$ cat src/hw/rtl/cot_pkg.sv
`default_nettype none

package cot_pkg;

	localparam int ENTRIES  = 32;
	localparam int PRESCALE = 10;

	localparam int IDX_W = (ENTRIES > 1) ? $clog2(ENTRIES) : 1;
	localparam int CNT_W = $clog2(ENTRIES + 1);
	localparam int POS_W = 20;

	typedef logic signed [POS_W-1:0] pos_t;

	// command codes
	localparam logic [1:0] CMD_ADD     = 2'd0;
	localparam logic [1:0] CMD_PULSE   = 2'd1;
	localparam logic [1:0] CMD_CLEAR   = 2'd2;
	localparam logic [1:0] CMD_RELEASE = 2'd3;

	// result status codes
	localparam logic [2:0] STS_ADDED     = 3'd0;
	localparam logic [2:0] STS_RANGE     = 3'd1;
	localparam logic [2:0] STS_OVERFLOW  = 3'd2;
	localparam logic [2:0] STS_COUNTED   = 3'd3;
	localparam logic [2:0] STS_PROCESSED = 3'd4;
	localparam logic [2:0] STS_DONE      = 3'd5;

	// register indexes
	localparam logic [2:0] REG_ADVANCE_STEP  = 3'd0;
	localparam logic [2:0] REG_DETECT_LINE   = 3'd1;
	localparam logic [2:0] REG_CAPTURE_LINE  = 3'd2;
	localparam logic [2:0] REG_LOST_LINE     = 3'd3;
	localparam logic [2:0] REG_ACROSS_MAX    = 3'd4;
	localparam logic [2:0] REG_ACROSS_MIN    = 3'd5;
	localparam logic [2:0] REG_ACROSS_OFFSET = 3'd6;
	localparam logic [2:0] REG_MODE_BITS     = 3'd7;

	// register reset values
	localparam logic [11:0] ADVANCE_STEP_RST  = 12'd171;
	localparam pos_t        DETECT_LINE_RST   = -20'sd167680;
	localparam pos_t        CAPTURE_LINE_RST  = -20'sd74240;
	localparam pos_t        LOST_LINE_RST     = 20'sd71680;
	localparam pos_t        ACROSS_MAX_RST    = 20'sd35840;
	localparam pos_t        ACROSS_MIN_RST    = -20'sd35840;
	localparam pos_t        ACROSS_OFFSET_RST = -20'sd56064;
	localparam logic [1:0]  MODE_BITS_RST     = 2'd2;

	typedef struct packed {
		pos_t a;
		pos_t b;
		pos_t c;
		pos_t d;
	} alu_req_t;

	typedef struct packed {
		pos_t sum;
		logic gt_c;
		logic gt_d;
	} alu_rsp_t;

	typedef struct packed {
		logic             wr_en;
		logic [IDX_W-1:0] wr_addr;
		pos_t             wr_data;
		logic             set_en;
		logic             clr_en;
		logic [IDX_W-1:0] clr_idx;
		logic [IDX_W-1:0] rd_addr;
	} tbl_ctl_t;

endpackage

`default_nettype wire

$ cat src/hw/rtl/conveyor_object_tracker_core.sv
// Add passes DISPATCH, RNG_HI, RNG_LO, ADD_AC and ADD_AL, ending early on a range or overflow fault;
// clear, release and counted pulse end in DISPATCH; a processed pulse goes DISPATCH, WALK, PICK.
// One item at a time: the walk of the object table goes one entry per cycle through the shared
// adder; start may be raised again in the done cycle.
// Results show for exactly one cycle with done; the receiver cannot stall.
// Reset (arst_n low) empties the table and clears pointers, counters and the pending pick.
`default_nettype none

module conveyor_object_tracker_core (
	input  logic                clk,
	input  logic                arst_n,
	input  logic                start,
	output logic                busy,
	input  logic [1:0]          cmd,
	input  logic signed [19:0]  cam_x,
	input  logic signed [19:0]  cam_y,
	input  logic [4:0]          entry_sel,
	input  logic                move_blocked,
	input  logic                robot_busy,
	input  logic                wr_en,
	input  logic [2:0]          wr_index,
	input  logic [19:0]         wr_data,
	output logic                done,
	output logic [2:0]          status,
	output logic                ready_request,
	output logic signed [19:0]  ready_across,
	output logic [5:0]          lost_now,
	output logic [15:0]         lost_total,
	output logic                current_valid,
	output logic [4:0]          current_index,
	output logic                pick_latched,
	output logic                pending_valid,
	output logic [4:0]          pending_index
);
	import cot_pkg::*;

	localparam logic [2:0] S_IDLE     = 3'd0;
	localparam logic [2:0] S_DISPATCH = 3'd1;
	localparam logic [2:0] S_RNG_HI   = 3'd2;
	localparam logic [2:0] S_RNG_LO   = 3'd3;
	localparam logic [2:0] S_ADD_AC   = 3'd4;
	localparam logic [2:0] S_ADD_AL   = 3'd5;
	localparam logic [2:0] S_WALK     = 3'd6;
	localparam logic [2:0] S_PICK     = 3'd7;

	logic [2:0] st_q;

	// captured beat
	logic [1:0]  cmd_q;
	pos_t        cam_x_q;
	pos_t        cam_y_q;
	logic [4:0]  sel_q;
	logic        blocked_q;
	logic        robot_busy_q;

	// configuration
	logic [11:0] advance_step_q;
	pos_t        detect_line_q;
	pos_t        capture_line_q;
	pos_t        lost_line_q;
	pos_t        across_max_q;
	pos_t        across_min_q;
	pos_t        across_offset_q;
	logic [1:0]  mode_bits_q;

	// tracker state
	logic [IDX_W-1:0] write_ptr_q;
	logic [7:0]       tick_div_q;
	logic [15:0]      lost_count_q;
	logic             cur_valid_q;
	logic [IDX_W-1:0] cur_index_q;
	logic             pend_valid_q;
	logic [IDX_W-1:0] pend_index_q;

	// walk
	logic [CNT_W-1:0] walk_k_q;
	logic             walk_vld_s1;
	logic [IDX_W-1:0] walk_k_s1;
	logic             found_q;
	logic [IDX_W-1:0] best_q;
	pos_t             best_pos_q;
	logic [CNT_W-1:0] lost_now_q;

	// result
	logic        done_q;
	logic [2:0]  status_q;
	logic        ready_q;
	pos_t        ready_across_q;
	logic        latched_q;

	alu_req_t         alu_req;
	alu_rsp_t         alu_rsp;
	tbl_ctl_t         tbl_ctl;
	pos_t             tbl_rd_data;
	logic [ENTRIES-1:0] tbl_valid;

	logic             auto_on;
	logic             cam_on;
	logic             sel_ok;
	logic             any_valid;
	logic             walk_hit;
	logic [7:0]       tick_next;

	assign auto_on   = mode_bits_q[0];
	assign cam_on    = mode_bits_q[1];
	assign sel_ok    = (32'(sel_q) < ENTRIES);
	assign any_valid = |tbl_valid;
	assign walk_hit  = walk_vld_s1 && tbl_valid[walk_k_s1];
	assign tick_next = tick_div_q + 8'd1;

	cot_alu u_alu (
		.req (alu_req),
		.rsp (alu_rsp)
	);

	cot_table u_table (
		.clk     (clk),
		.arst_n  (arst_n),
		.ctl     (tbl_ctl),
		.rd_data (tbl_rd_data),
		.valid   (tbl_valid)
	);

	always_comb begin
		alu_req.a = cam_y_q;
		alu_req.b = '0;
		alu_req.c = across_max_q;
		alu_req.d = best_pos_q;
		unique case (st_q)
			S_RNG_LO: begin
				alu_req.a = across_min_q;
				alu_req.c = cam_y_q;
			end
			S_ADD_AC: begin
				alu_req.b = across_offset_q;
			end
			S_ADD_AL: begin
				alu_req.a = cam_x_q;
				alu_req.b = detect_line_q;
			end
			S_WALK: begin
				alu_req.a = tbl_rd_data;
				alu_req.b = $signed({{(POS_W-12){1'b0}}, advance_step_q});
				alu_req.c = lost_line_q;
			end
			S_PICK: begin
				alu_req.a = best_pos_q;
				alu_req.c = capture_line_q;
			end
			default: begin
			end
		endcase
	end

	always_comb begin
		tbl_ctl.rd_addr = walk_k_q[IDX_W-1:0];
		tbl_ctl.wr_data = alu_rsp.sum;
		tbl_ctl.set_en  = (st_q == S_ADD_AL);
		if (st_q == S_ADD_AL) begin
			tbl_ctl.wr_en   = 1'b1;
			tbl_ctl.wr_addr = write_ptr_q;
		end else begin
			tbl_ctl.wr_en   = (st_q == S_WALK) && walk_hit;
			tbl_ctl.wr_addr = walk_k_s1;
		end
		if (st_q == S_DISPATCH) begin
			tbl_ctl.clr_en  = (cmd_q == CMD_CLEAR) && sel_ok;
			tbl_ctl.clr_idx = IDX_W'(sel_q);
		end else begin
			// drop entries that passed the lost line
			tbl_ctl.clr_en  = (st_q == S_WALK) && walk_hit && alu_rsp.gt_c;
			tbl_ctl.clr_idx = walk_k_s1;
		end
	end

	always_ff @(posedge clk) begin
		if (st_q == S_IDLE && start) begin
			cmd_q        <= cmd;
			cam_x_q      <= cam_x;
			cam_y_q      <= cam_y;
			sel_q        <= entry_sel;
			blocked_q    <= move_blocked;
			robot_busy_q <= robot_busy;
		end
	end

	always_ff @(posedge clk or negedge arst_n) begin
		if (!arst_n) begin
			advance_step_q  <= ADVANCE_STEP_RST;
			detect_line_q   <= DETECT_LINE_RST;
			capture_line_q  <= CAPTURE_LINE_RST;
			lost_line_q     <= LOST_LINE_RST;
			across_max_q    <= ACROSS_MAX_RST;
			across_min_q    <= ACROSS_MIN_RST;
			across_offset_q <= ACROSS_OFFSET_RST;
			mode_bits_q     <= MODE_BITS_RST;
		end else if (wr_en) begin
			unique case (wr_index)
				REG_ADVANCE_STEP:  advance_step_q  <= wr_data[11:0];
				REG_DETECT_LINE:   detect_line_q   <= wr_data;
				REG_CAPTURE_LINE:  capture_line_q  <= wr_data;
				REG_LOST_LINE:     lost_line_q     <= wr_data;
				REG_ACROSS_MAX:    across_max_q    <= wr_data;
				REG_ACROSS_MIN:    across_min_q    <= wr_data;
				REG_ACROSS_OFFSET: across_offset_q <= wr_data;
				REG_MODE_BITS:     mode_bits_q     <= wr_data[1:0];
				default: begin
				end
			endcase
		end
	end

	always_ff @(posedge clk or negedge arst_n) begin
		if (!arst_n) begin
			st_q           <= S_IDLE;
			write_ptr_q    <= '0;
			tick_div_q     <= '0;
			lost_count_q   <= '0;
			cur_valid_q    <= 1'b0;
			cur_index_q    <= '0;
			pend_valid_q   <= 1'b0;
			pend_index_q   <= '0;
			walk_k_q       <= '0;
			walk_vld_s1    <= 1'b0;
			walk_k_s1      <= '0;
			found_q        <= 1'b0;
			best_q         <= '0;
			best_pos_q     <= '0;
			lost_now_q     <= '0;
			done_q         <= 1'b0;
			status_q       <= STS_DONE;
			ready_q        <= 1'b0;
			ready_across_q <= '0;
			latched_q      <= 1'b0;
		end else begin
			done_q <= 1'b0;
			unique case (st_q)
				S_IDLE: begin
					if (start) begin
						st_q <= S_DISPATCH;
					end
				end
				S_DISPATCH: begin
					ready_q        <= 1'b0;
					ready_across_q <= '0;
					lost_now_q     <= '0;
					latched_q      <= 1'b0;
					walk_vld_s1    <= 1'b0;
					unique case (cmd_q)
						CMD_ADD: begin
							st_q <= S_RNG_HI;
						end
						CMD_PULSE: begin
							if (tick_next < 8'(PRESCALE)) begin
								tick_div_q <= tick_next;
								status_q   <= STS_COUNTED;
								done_q     <= 1'b1;
								st_q       <= S_IDLE;
							end else begin
								tick_div_q <= '0;
								walk_k_q   <= '0;
								found_q    <= 1'b0;
								st_q       <= S_WALK;
							end
						end
						CMD_CLEAR: begin
							status_q <= STS_DONE;
							done_q   <= 1'b1;
							st_q     <= S_IDLE;
						end
						CMD_RELEASE: begin
							pend_valid_q <= 1'b0;
							status_q     <= STS_DONE;
							done_q       <= 1'b1;
							st_q         <= S_IDLE;
						end
						default: begin
						end
					endcase
				end
				S_RNG_HI: begin
					if (alu_rsp.gt_c) begin
						status_q <= STS_RANGE;
						done_q   <= 1'b1;
						st_q     <= S_IDLE;
					end else begin
						st_q <= S_RNG_LO;
					end
				end
				S_RNG_LO: begin
					if (alu_rsp.gt_c) begin
						status_q <= STS_RANGE;
						done_q   <= 1'b1;
						st_q     <= S_IDLE;
					end else if (tbl_valid[write_ptr_q]) begin
						status_q <= STS_OVERFLOW;
						done_q   <= 1'b1;
						st_q     <= S_IDLE;
					end else begin
						st_q <= S_ADD_AC;
					end
				end
				S_ADD_AC: begin
					// first object on an empty belt: ask for the ready move
					if (!any_valid && auto_on && !blocked_q) begin
						ready_q        <= 1'b1;
						ready_across_q <= alu_rsp.sum;
					end
					st_q <= S_ADD_AL;
				end
				S_ADD_AL: begin
					write_ptr_q <= (write_ptr_q == IDX_W'(ENTRIES - 1)) ? '0 : write_ptr_q + 1'b1;
					status_q    <= STS_ADDED;
					done_q      <= 1'b1;
					st_q        <= S_IDLE;
				end
				S_WALK: begin
					if (walk_k_q < CNT_W'(ENTRIES)) begin
						walk_k_q <= walk_k_q + 1'b1;
					end
					walk_vld_s1 <= (walk_k_q < CNT_W'(ENTRIES));
					walk_k_s1   <= walk_k_q[IDX_W-1:0];
					if (walk_hit) begin
						if (alu_rsp.gt_c) begin
							lost_count_q <= lost_count_q + 16'd1;
							lost_now_q   <= lost_now_q + 1'b1;
						end else if (!found_q || alu_rsp.gt_d) begin
							// strict compare keeps the lowest index on a tie
							found_q    <= 1'b1;
							best_q     <= walk_k_s1;
							best_pos_q <= alu_rsp.sum;
						end
					end
					if (walk_vld_s1 && walk_k_s1 == IDX_W'(ENTRIES - 1)) begin
						st_q <= S_PICK;
					end
				end
				S_PICK: begin
					if (found_q && alu_rsp.gt_c && auto_on && cam_on && !robot_busy_q &&
					    !pend_valid_q) begin
						pend_valid_q <= 1'b1;
						pend_index_q <= best_q;
						latched_q    <= 1'b1;
					end
					cur_valid_q <= found_q;
					if (found_q) begin
						cur_index_q <= best_q;
					end
					status_q <= STS_PROCESSED;
					done_q   <= 1'b1;
					st_q     <= S_IDLE;
				end
				default: begin
					st_q <= S_IDLE;
				end
			endcase
		end
	end

	assign busy          = (st_q != S_IDLE);
	assign done          = done_q;
	assign status        = status_q;
	assign ready_request = ready_q;
	assign ready_across  = ready_across_q;
	assign lost_now      = 6'(lost_now_q);
	assign lost_total    = lost_count_q;
	assign current_valid = cur_valid_q;
	assign current_index = 5'(cur_index_q);
	assign pick_latched  = latched_q;
	assign pending_valid = pend_valid_q;
	assign pending_index = 5'(pend_index_q);

endmodule

`default_nettype wire

$ cat src/hw/rtl/cot_alu.sv
`default_nettype none

module cot_alu (
	input  cot_pkg::alu_req_t req,
	output cot_pkg::alu_rsp_t rsp
);
	import cot_pkg::*;

	logic signed [POS_W:0] sum_wide;
	pos_t                  sum_sat;

	assign sum_wide = {req.a[POS_W-1], req.a} + {req.b[POS_W-1], req.b};

	always_comb begin
		if (sum_wide[POS_W] != sum_wide[POS_W-1]) begin
			// clamp to the signed range
			sum_sat = sum_wide[POS_W] ? {1'b1, {(POS_W-1){1'b0}}} : {1'b0, {(POS_W-1){1'b1}}};
		end else begin
			sum_sat = sum_wide[POS_W-1:0];
		end
	end

	assign rsp.sum  = sum_sat;
	assign rsp.gt_c = (sum_sat > req.c);
	assign rsp.gt_d = (sum_sat > req.d);

endmodule

`default_nettype wire

$ cat src/hw/rtl/cot_table.sv
`default_nettype none

module cot_table (
	input  logic                         clk,
	input  logic                         arst_n,
	input  cot_pkg::tbl_ctl_t            ctl,
	output cot_pkg::pos_t                rd_data,
	output logic [cot_pkg::ENTRIES-1:0]  valid
);
	import cot_pkg::*;

	pos_t               mem [ENTRIES];
	pos_t               rd_data_q;
	logic [ENTRIES-1:0] valid_q;

	always_ff @(posedge clk) begin
		if (ctl.wr_en) begin
			mem[ctl.wr_addr] <= ctl.wr_data;
		end
		rd_data_q <= mem[ctl.rd_addr];
	end

	always_ff @(posedge clk or negedge arst_n) begin
		if (!arst_n) begin
			valid_q <= '0;
		end else begin
			if (ctl.set_en) begin
				valid_q[ctl.wr_addr] <= 1'b1;
			end
			if (ctl.clr_en) begin
				valid_q[ctl.clr_idx] <= 1'b0;
			end
		end
	end

	assign rd_data = rd_data_q;
	assign valid   = valid_q;

endmodule

`default_nettype wire

$ cat config.mk
export PLATFORM = sky130hd
export DESIGN_NAME = conveyor_object_tracker_core
export DESIGN_NICKNAME = d
export VERILOG_FILES = /design/src/hw/rtl/cot_pkg.sv /design/src/hw/rtl/conveyor_object_tracker_core.sv /design/src/hw/rtl/cot_alu.sv /design/src/hw/rtl/cot_table.sv
export SDC_FILE = /design/constraint.sdc
export NUM_CORES = 1
export LEC_CHECK = 0
export CORE_UTILIZATION = 42
export DETAILED_ROUTE_END_ITERATION = 8
export DONT_BUFFER_PORTS = 1
export HOLD_SLACK_MARGIN = 0.06
export PLACE_DENSITY = 0.56
export SLEW_MARGIN = 20
export SYNTH_ARGS = -nofsm -noshare
export SYNTH_HDL_FRONTEND = slang
export SYNTH_HIERARCHICAL = 1
export SYNTH_SLANG_ARGS = --single-unit
$ cat constraint.sdc
create_clock -name clk -period 7.4 [get_ports clk]
set_input_delay 1.48 -clock clk [delete_from_list [all_inputs] [get_ports clk]]
set_output_delay 1.48 -clock clk [all_outputs]
set_load 0.01 [all_outputs]
==> report_table.html <==
<table>
<tr><th>Metric</th><th>Value</th></tr>
<tr><th colspan="2">Global route</th></tr>
<tr><td>First-pass GRT wire length</td><td>between 150 and 200 mm</td></tr>
<tr><td>Antenna violations before repair</td><td>2</td></tr>
<tr><td>Global route hottest layer</td><td>met2</td></tr>
<tr><td>Maximum number of pins on one net before global-route repair</td><td>approximately 280</td></tr>
<tr><td>Met2 Usage GRT</td><td>0.382</td></tr>
<tr><td>Global-route usage over all layers</td><td>0.234</td></tr>
<tr><td>Global-route met3 utilization</td><td>0.0383</td></tr>
<tr><td>Global routing met1 resource utilization</td><td>0.323</td></tr>
<tr><td>Overflow left after global routing</td><td>0</td></tr>
<tr><td>Via count of the first global-routing pass</td><td>roughly 27000</td></tr>
<tr><th colspan="2">Setup path</th></tr>
<tr><td>Type of the worst setup path</td><td>reg2reg</td></tr>
<tr><td>Largest fanout on the critical path</td><td>35</td></tr>
<tr><td>Crit Reg-Reg Startpoint</td><td>st_q[1]</td></tr>
<tr><td>Critical Path RT</td><td>roughly 8000 ps</td></tr>
<tr><td>Worst EP arrival</td><td>roughly 7600 ps</td></tr>
<tr><td>End of the worst register-to-register path</td><td>best_pos_q[19]</td></tr>
<tr><td>CP startpoint</td><td>st_q[1]</td></tr>
<tr><td>Type of destination of the critical path</td><td>flop</td></tr>
<tr><td>Type of origin of the critical path</td><td>flop</td></tr>
<tr><td>Minimum setup slack among reg-to-reg paths</td><td>approximately 390 ps</td></tr>
<tr><td>Worst R2R Path Depth</td><td>27</td></tr>
<tr><th colspan="2">Finish</th></tr>
<tr><td>Most common library cell in the layout ignoring fill and taps</td><td>sky130_fd_sc_hd__edfxtp_1</td></tr>
<tr><td>Net total in the final layout</td><td>approximately 3300</td></tr>
<tr><td>Commonest cells after routing, fill and taps aside</td><td>sky130_fd_sc_hd__edfxtp_1 (689), sky130_fd_sc_hd__mux2i_1 (383), sky130_fd_sc_hd__dfrtp_1 (231)</td></tr>
<tr><td>Growth of design area from synthesis to finish</td><td>12.2%</td></tr>
<tr><td>Fraction of final layout cells sized beyond drive strength 1</td><td>0.177</td></tr>
<tr><td>Filler cell count in the final layout</td><td>around 8900</td></tr>
<tr><td>Count of placed standard cells in the final layout, fillers left out</td><td>about 4600</td></tr>
<tr><th colspan="2">Timing</th></tr>
<tr><td>Slew Limit Headroom</td><td>0.267</td></tr>
<tr><td>Smallest hold slack</td><td>just under 500 ps</td></tr>
<tr><td>Setup-failing EPs final</td><td>0</td></tr>
<tr><td>Crit share post-route</td><td>0.948</td></tr>
<tr><td>Worst slew pin tran</td><td>1100 ps</td></tr>
<tr><td>Worst setup skew after layout</td><td>~40 ps</td></tr>
<tr><td>RSZ-0062 raised after global routing</td><td>false</td></tr>
<tr><td>Final number of hold-violating endpoints</td><td>0</td></tr>
<tr><td>Max-slew violation count</td><td>0</td></tr>
<tr><td>Highest clock rate</td><td>roughly 0.14 GHz</td></tr>
<tr><td>Post-layout min period</td><td>roughly 7000 ps</td></tr>
<tr><td>Worst setup margin</td><td>385 ps</td></tr>
<tr><th colspan="2">Hold path</th></tr>
<tr><td>Hold/Removal Path Class</td><td>in2async</td></tr>
<tr><th colspan="2">Yosys</th></tr>
<tr><td>Synthesized area per cell</td><td>14.0 um^2</td></tr>
<tr><td>Fraction of synthesis flops using an asynchronous set or reset pin</td><td>0.283</td></tr>
<tr><td>Cells after Synth</td><td>about 3100</td></tr>
<tr><td>Register bit total from synthesis</td><td>989</td></tr>
<tr><td>EDFF count, synth</td><td>a little under 700</td></tr>
<tr><td>Share of synthesized area occupied by flip-flops and latches</td><td>0.649</td></tr>
<tr><td>Net count after synthesis</td><td>about 3200</td></tr>
<tr><td>Total of warnings raised by yosys</td><td>6</td></tr>
<tr><td>Synth Cell Area</td><td>43400 um^2</td></tr>
<tr><td>Flip-flop cell with the highest count after synthesis</td><td>sky130_fd_sc_hd__edfxtp_1</td></tr>
<tr><td>Distinct cell type count of the synthesized netlist</td><td>86</td></tr>
<tr><th colspan="2">Die</th></tr>
<tr><td>Ports</td><td>around 140</td></tr>
<tr><td>DIE HEIGHT</td><td>~320 um</td></tr>
<tr><td>Initial core utilization</td><td>0.425</td></tr>
<tr><td>Die Width</td><td>323 um</td></tr>
<tr><td>Area of the placeable core</td><td>just over 100000 um^2</td></tr>
<tr><td>Placement row count</td><td>between 100 and 150</td></tr>
<tr><td>Die area</td><td>about 100000 um^2</td></tr>
<tr><th colspan="2">Placement</th></tr>
<tr><td>Final weighted congestion in routability-driven placement</td><td>0.868</td></tr>
<tr><td>Buffers on Ports</td><td>0</td></tr>
<tr><td>Post-placement worst setup slack</td><td>-6.94 ps</td></tr>
<tr><td>Number of placed instances, taps included</td><td>~4400</td></tr>
<tr><td>Estimated wirelength of the detail-placed design</td><td>between 70 and 80 mm</td></tr>
<tr><th colspan="2">Power</th></tr>
<tr><td>Total power per unit cell area</td><td>~390 nW/um^2</td></tr>
<tr><td>Share of total power consumed by net switching</td><td>0.352</td></tr>
<tr><td>Sw power</td><td>between 6 and 7 mW</td></tr>
<tr><td>P_int</td><td>between 10 and 15 mW</td></tr>
<tr><td>Total power of the final layout</td><td>approximately 19 mW</td></tr>
<tr><td>Fraction of power consumed by the clock network</td><td>0.269</td></tr>
<tr><td>Combinational share of power</td><td>0.308</td></tr>
<tr><td>Portion of total power attributed to sequential cells</td><td>0.423</td></tr>
<tr><td>Leakage</td><td>around 17 nW</td></tr>
<tr><td>Max IR drop VDD</td><td>about 0.32 mV</td></tr>
<tr><th colspan="2">Drt</th></tr>
<tr><td>TritonRoute pass-1 iters</td><td>5</td></tr>
<tr><td>Antenna viol nets, final</td><td>0</td></tr>
<tr><td>Wire length per cell after detailed routing</td><td>between 20 and 30 um</td></tr>
<tr><td>Residual DRC count</td><td>0</td></tr>
<tr><td>Routed wire length</td><td>between 100 and 150 mm</td></tr>
<tr><td>1st-iter DRT viols</td><td>around 2400</td></tr>
<tr><td>Average vias per placed instance</td><td>5.77</td></tr>
<tr><td>Vias after detailed routing</td><td>roughly 26000</td></tr>
<tr><th colspan="2">Clock tree</th></tr>
<tr><td>Cts-stage hold buffer count</td><td>0</td></tr>
<tr><td>TritonCTS clock tree</td><td>yes</td></tr>
<tr><td>Root buffer selected by CTS</td><td>sky130_fd_sc_hd__clkbuf_16</td></tr>
<tr><td>Clk sinks</td><td>between 900 and 1000</td></tr>
<tr><td>Insertion delay of the later-clocked pin in the worst-skew pair</td><td>700 ps</td></tr>
<tr><td>Number of H-tree branching levels</td><td>3</td></tr>
<tr><td>Clock Path Buffers</td><td>3</td></tr>
<tr><td>Clock edge transition at the registers on the reported setup and hold paths</td><td>60 ps</td></tr>
<tr><td>CTS buffer count</td><td>approximately 100</td></tr>
<tr><th colspan="2">Outcome</th></tr>
<tr><td>Outcome</td><td>completed</td></tr>
<tr><th colspan="2">Job</th></tr>
<tr><td>Maximum Capacitance Violations</td><td>0</td></tr>
</table>
-- repair_timing --
item	4_1_cts	5_1_grt
pin swaps	0	2
resized for setup	1	3
endpoints found under the setup margin	5	69
buffers inserted	0	4
-- cells in the mapped netlist (28+ instances only) --
master,instances,area [um^2]
sky130_fd_sc_hd__edfxtp_1,689,20700
sky130_fd_sc_hd__mux2i_1,383,3830
sky130_fd_sc_hd__nand4_1,35,219
sky130_fd_sc_hd__nand2_1,222,833
sky130_fd_sc_hd__dfstp_2,45,1180
sky130_fd_sc_hd__o21ai_0,111,556
sky130_fd_sc_hd__ha_1,66,826
sky130_fd_sc_hd__a22o_1,62,543
sky130_fd_sc_hd__clkbuf_1,93,349
sky130_fd_sc_hd__inv_1,60,225
sky130_fd_sc_hd__nor2_1,107,402
sky130_fd_sc_hd__nor3_1,49,245
sky130_fd_sc_hd__a21oi_1,189,946
sky130_fd_sc_hd__buf_2,31,155
sky130_fd_sc_hd__a22oi_1,84,631
sky130_fd_sc_hd__nand3_1,73,365
sky130_fd_sc_hd__dfrtp_1,235,5880
sky130_fd_sc_hd__mux2_2,163,1840
sky130_fd_sc_hd__and2_1,28,175
-- cells by family after synthesis --
| group | share of synthesized area |
|---|---|
| adders and majority gates | 0.0211 |
| and+or+nand+nor | 0.0701 |
| buffers and inverters | 0.0291 |
| muxes | 0.140 |
| DFF | 0.649 |
| xor gates and xnor gates | 0.00707 |
| AOI/OAI and AO/OA | 0.0834 |
-- through the flow --
stage                     instance area (um^2)  utilization  TNS, ps
after global routing                     48600        0.477        0
after CTS                                48600        0.476        0
after detailed placement                 45100        0.442    -14.6
after floorplan                          43400            -        0
after global placement                   45100        0.442        0
final                                    48600        0.477        0
-- routing by layer --
| layer | part of all wire | up-vias |
|---|---|---|
| li1 | - | 11842 |
| met1 | 0.44 | 13711 |
| met2 | 0.48 | 764 |
| met3 | 0.055 | 172 |
| met4 | 0.026 | 0 |
| met5 | 0 | - |
-- how the worst max path moves through the flow --
stage | endpoint | slack (ps) | cells after the start
2_1_floorplan | u_table/valid[0] | 110 | 29
3_3_place_gp | pending_index[4] | 230 | 26
3_5_place_dp | best_pos_q[1] | -7 | 26
4_1_cts | best_pos_q[19] | 100 | 26
5_1_grt | pending_index[3] | 80 | 25
6_report | best_pos_q[19] | 390 | 27
-- flip-flops by register name, indices dropped and copies added, names as in the netlist, 8 cells and up --
register,flops
ready_across,20
lost_line_q,20
detect_line_q,20
u_table/rd_data,20
tick_div_q,8
best_pos_q,20
across_min_q,20
u_table/valid,32
capture_line_q,20
across_max_q,20
advance_step_q,12
cam_x_q,20
across_offset_q,20
lost_total,16
cam_y_q,20
u_table/mem,640
-- critical path: stages, from the launching register on --
cell	delay [ps]
sky130_fd_sc_hd__dfrtp_2	450
sky130_fd_sc_hd__nand2b_2	340
sky130_fd_sc_hd__buf_4	250
sky130_fd_sc_hd__o21ai_0	100
sky130_fd_sc_hd__a21oi_1	100
sky130_fd_sc_hd__a221oi_1	300
sky130_fd_sc_hd__nor2_1	100
sky130_fd_sc_hd__ha_1	430
sky130_fd_sc_hd__and4_1	320
sky130_fd_sc_hd__and3_1	240
sky130_fd_sc_hd__o2111ai_1	160
sky130_fd_sc_hd__a21oi_1	280
sky130_fd_sc_hd__nor3_4	80
sky130_fd_sc_hd__buf_12	140
sky130_fd_sc_hd__buf_12	120
sky130_fd_sc_hd__maj3_1	380
sky130_fd_sc_hd__buf_4	300
sky130_fd_sc_hd__ha_1	370
sky130_fd_sc_hd__and4_1	240
sky130_fd_sc_hd__nand3_1	150
sky130_fd_sc_hd__a2111oi_0	420
sky130_fd_sc_hd__nor3_1	120
sky130_fd_sc_hd__a31oi_1	180
sky130_fd_sc_hd__o21a_1	160
sky130_fd_sc_hd__inv_1	80
sky130_fd_sc_hd__a2111oi_4	390
sky130_fd_sc_hd__buf_6	320
sky130_fd_sc_hd__mux2_2	370
-- power by group through the flow --
stage	clock (mW)	sequential (mW)	combinational (mW)
after floorplan	0	8.00	3.47
after global placement	0	8.21	5.70
after detailed placement	0	8.21	5.84
after CTS	5.28	8.11	5.87
after global routing	5.49	8.15	6.38
final	5.17	8.12	5.91
-- final cells by class --
type / count / area, um^2 / share of cell area
Timing Repair Buffer: 104 / 897 / 0.0184
Tap cell: 1368 / 1710 / 0.0352
Multi-Input combinational cell: 1871 / 14200 / 0.292
Inverter: 61 / 229 / 0.00471
Clock inverter: 57 / 599 / 0.0123
Clock buffer: 140 / 2820 / 0.0580
Sequential cell: 989 / 28200 / 0.579
Antenna cell: 1 / 2.50 / 0.0000514
No activity file was read; power rests on OpenSTA's default activity.
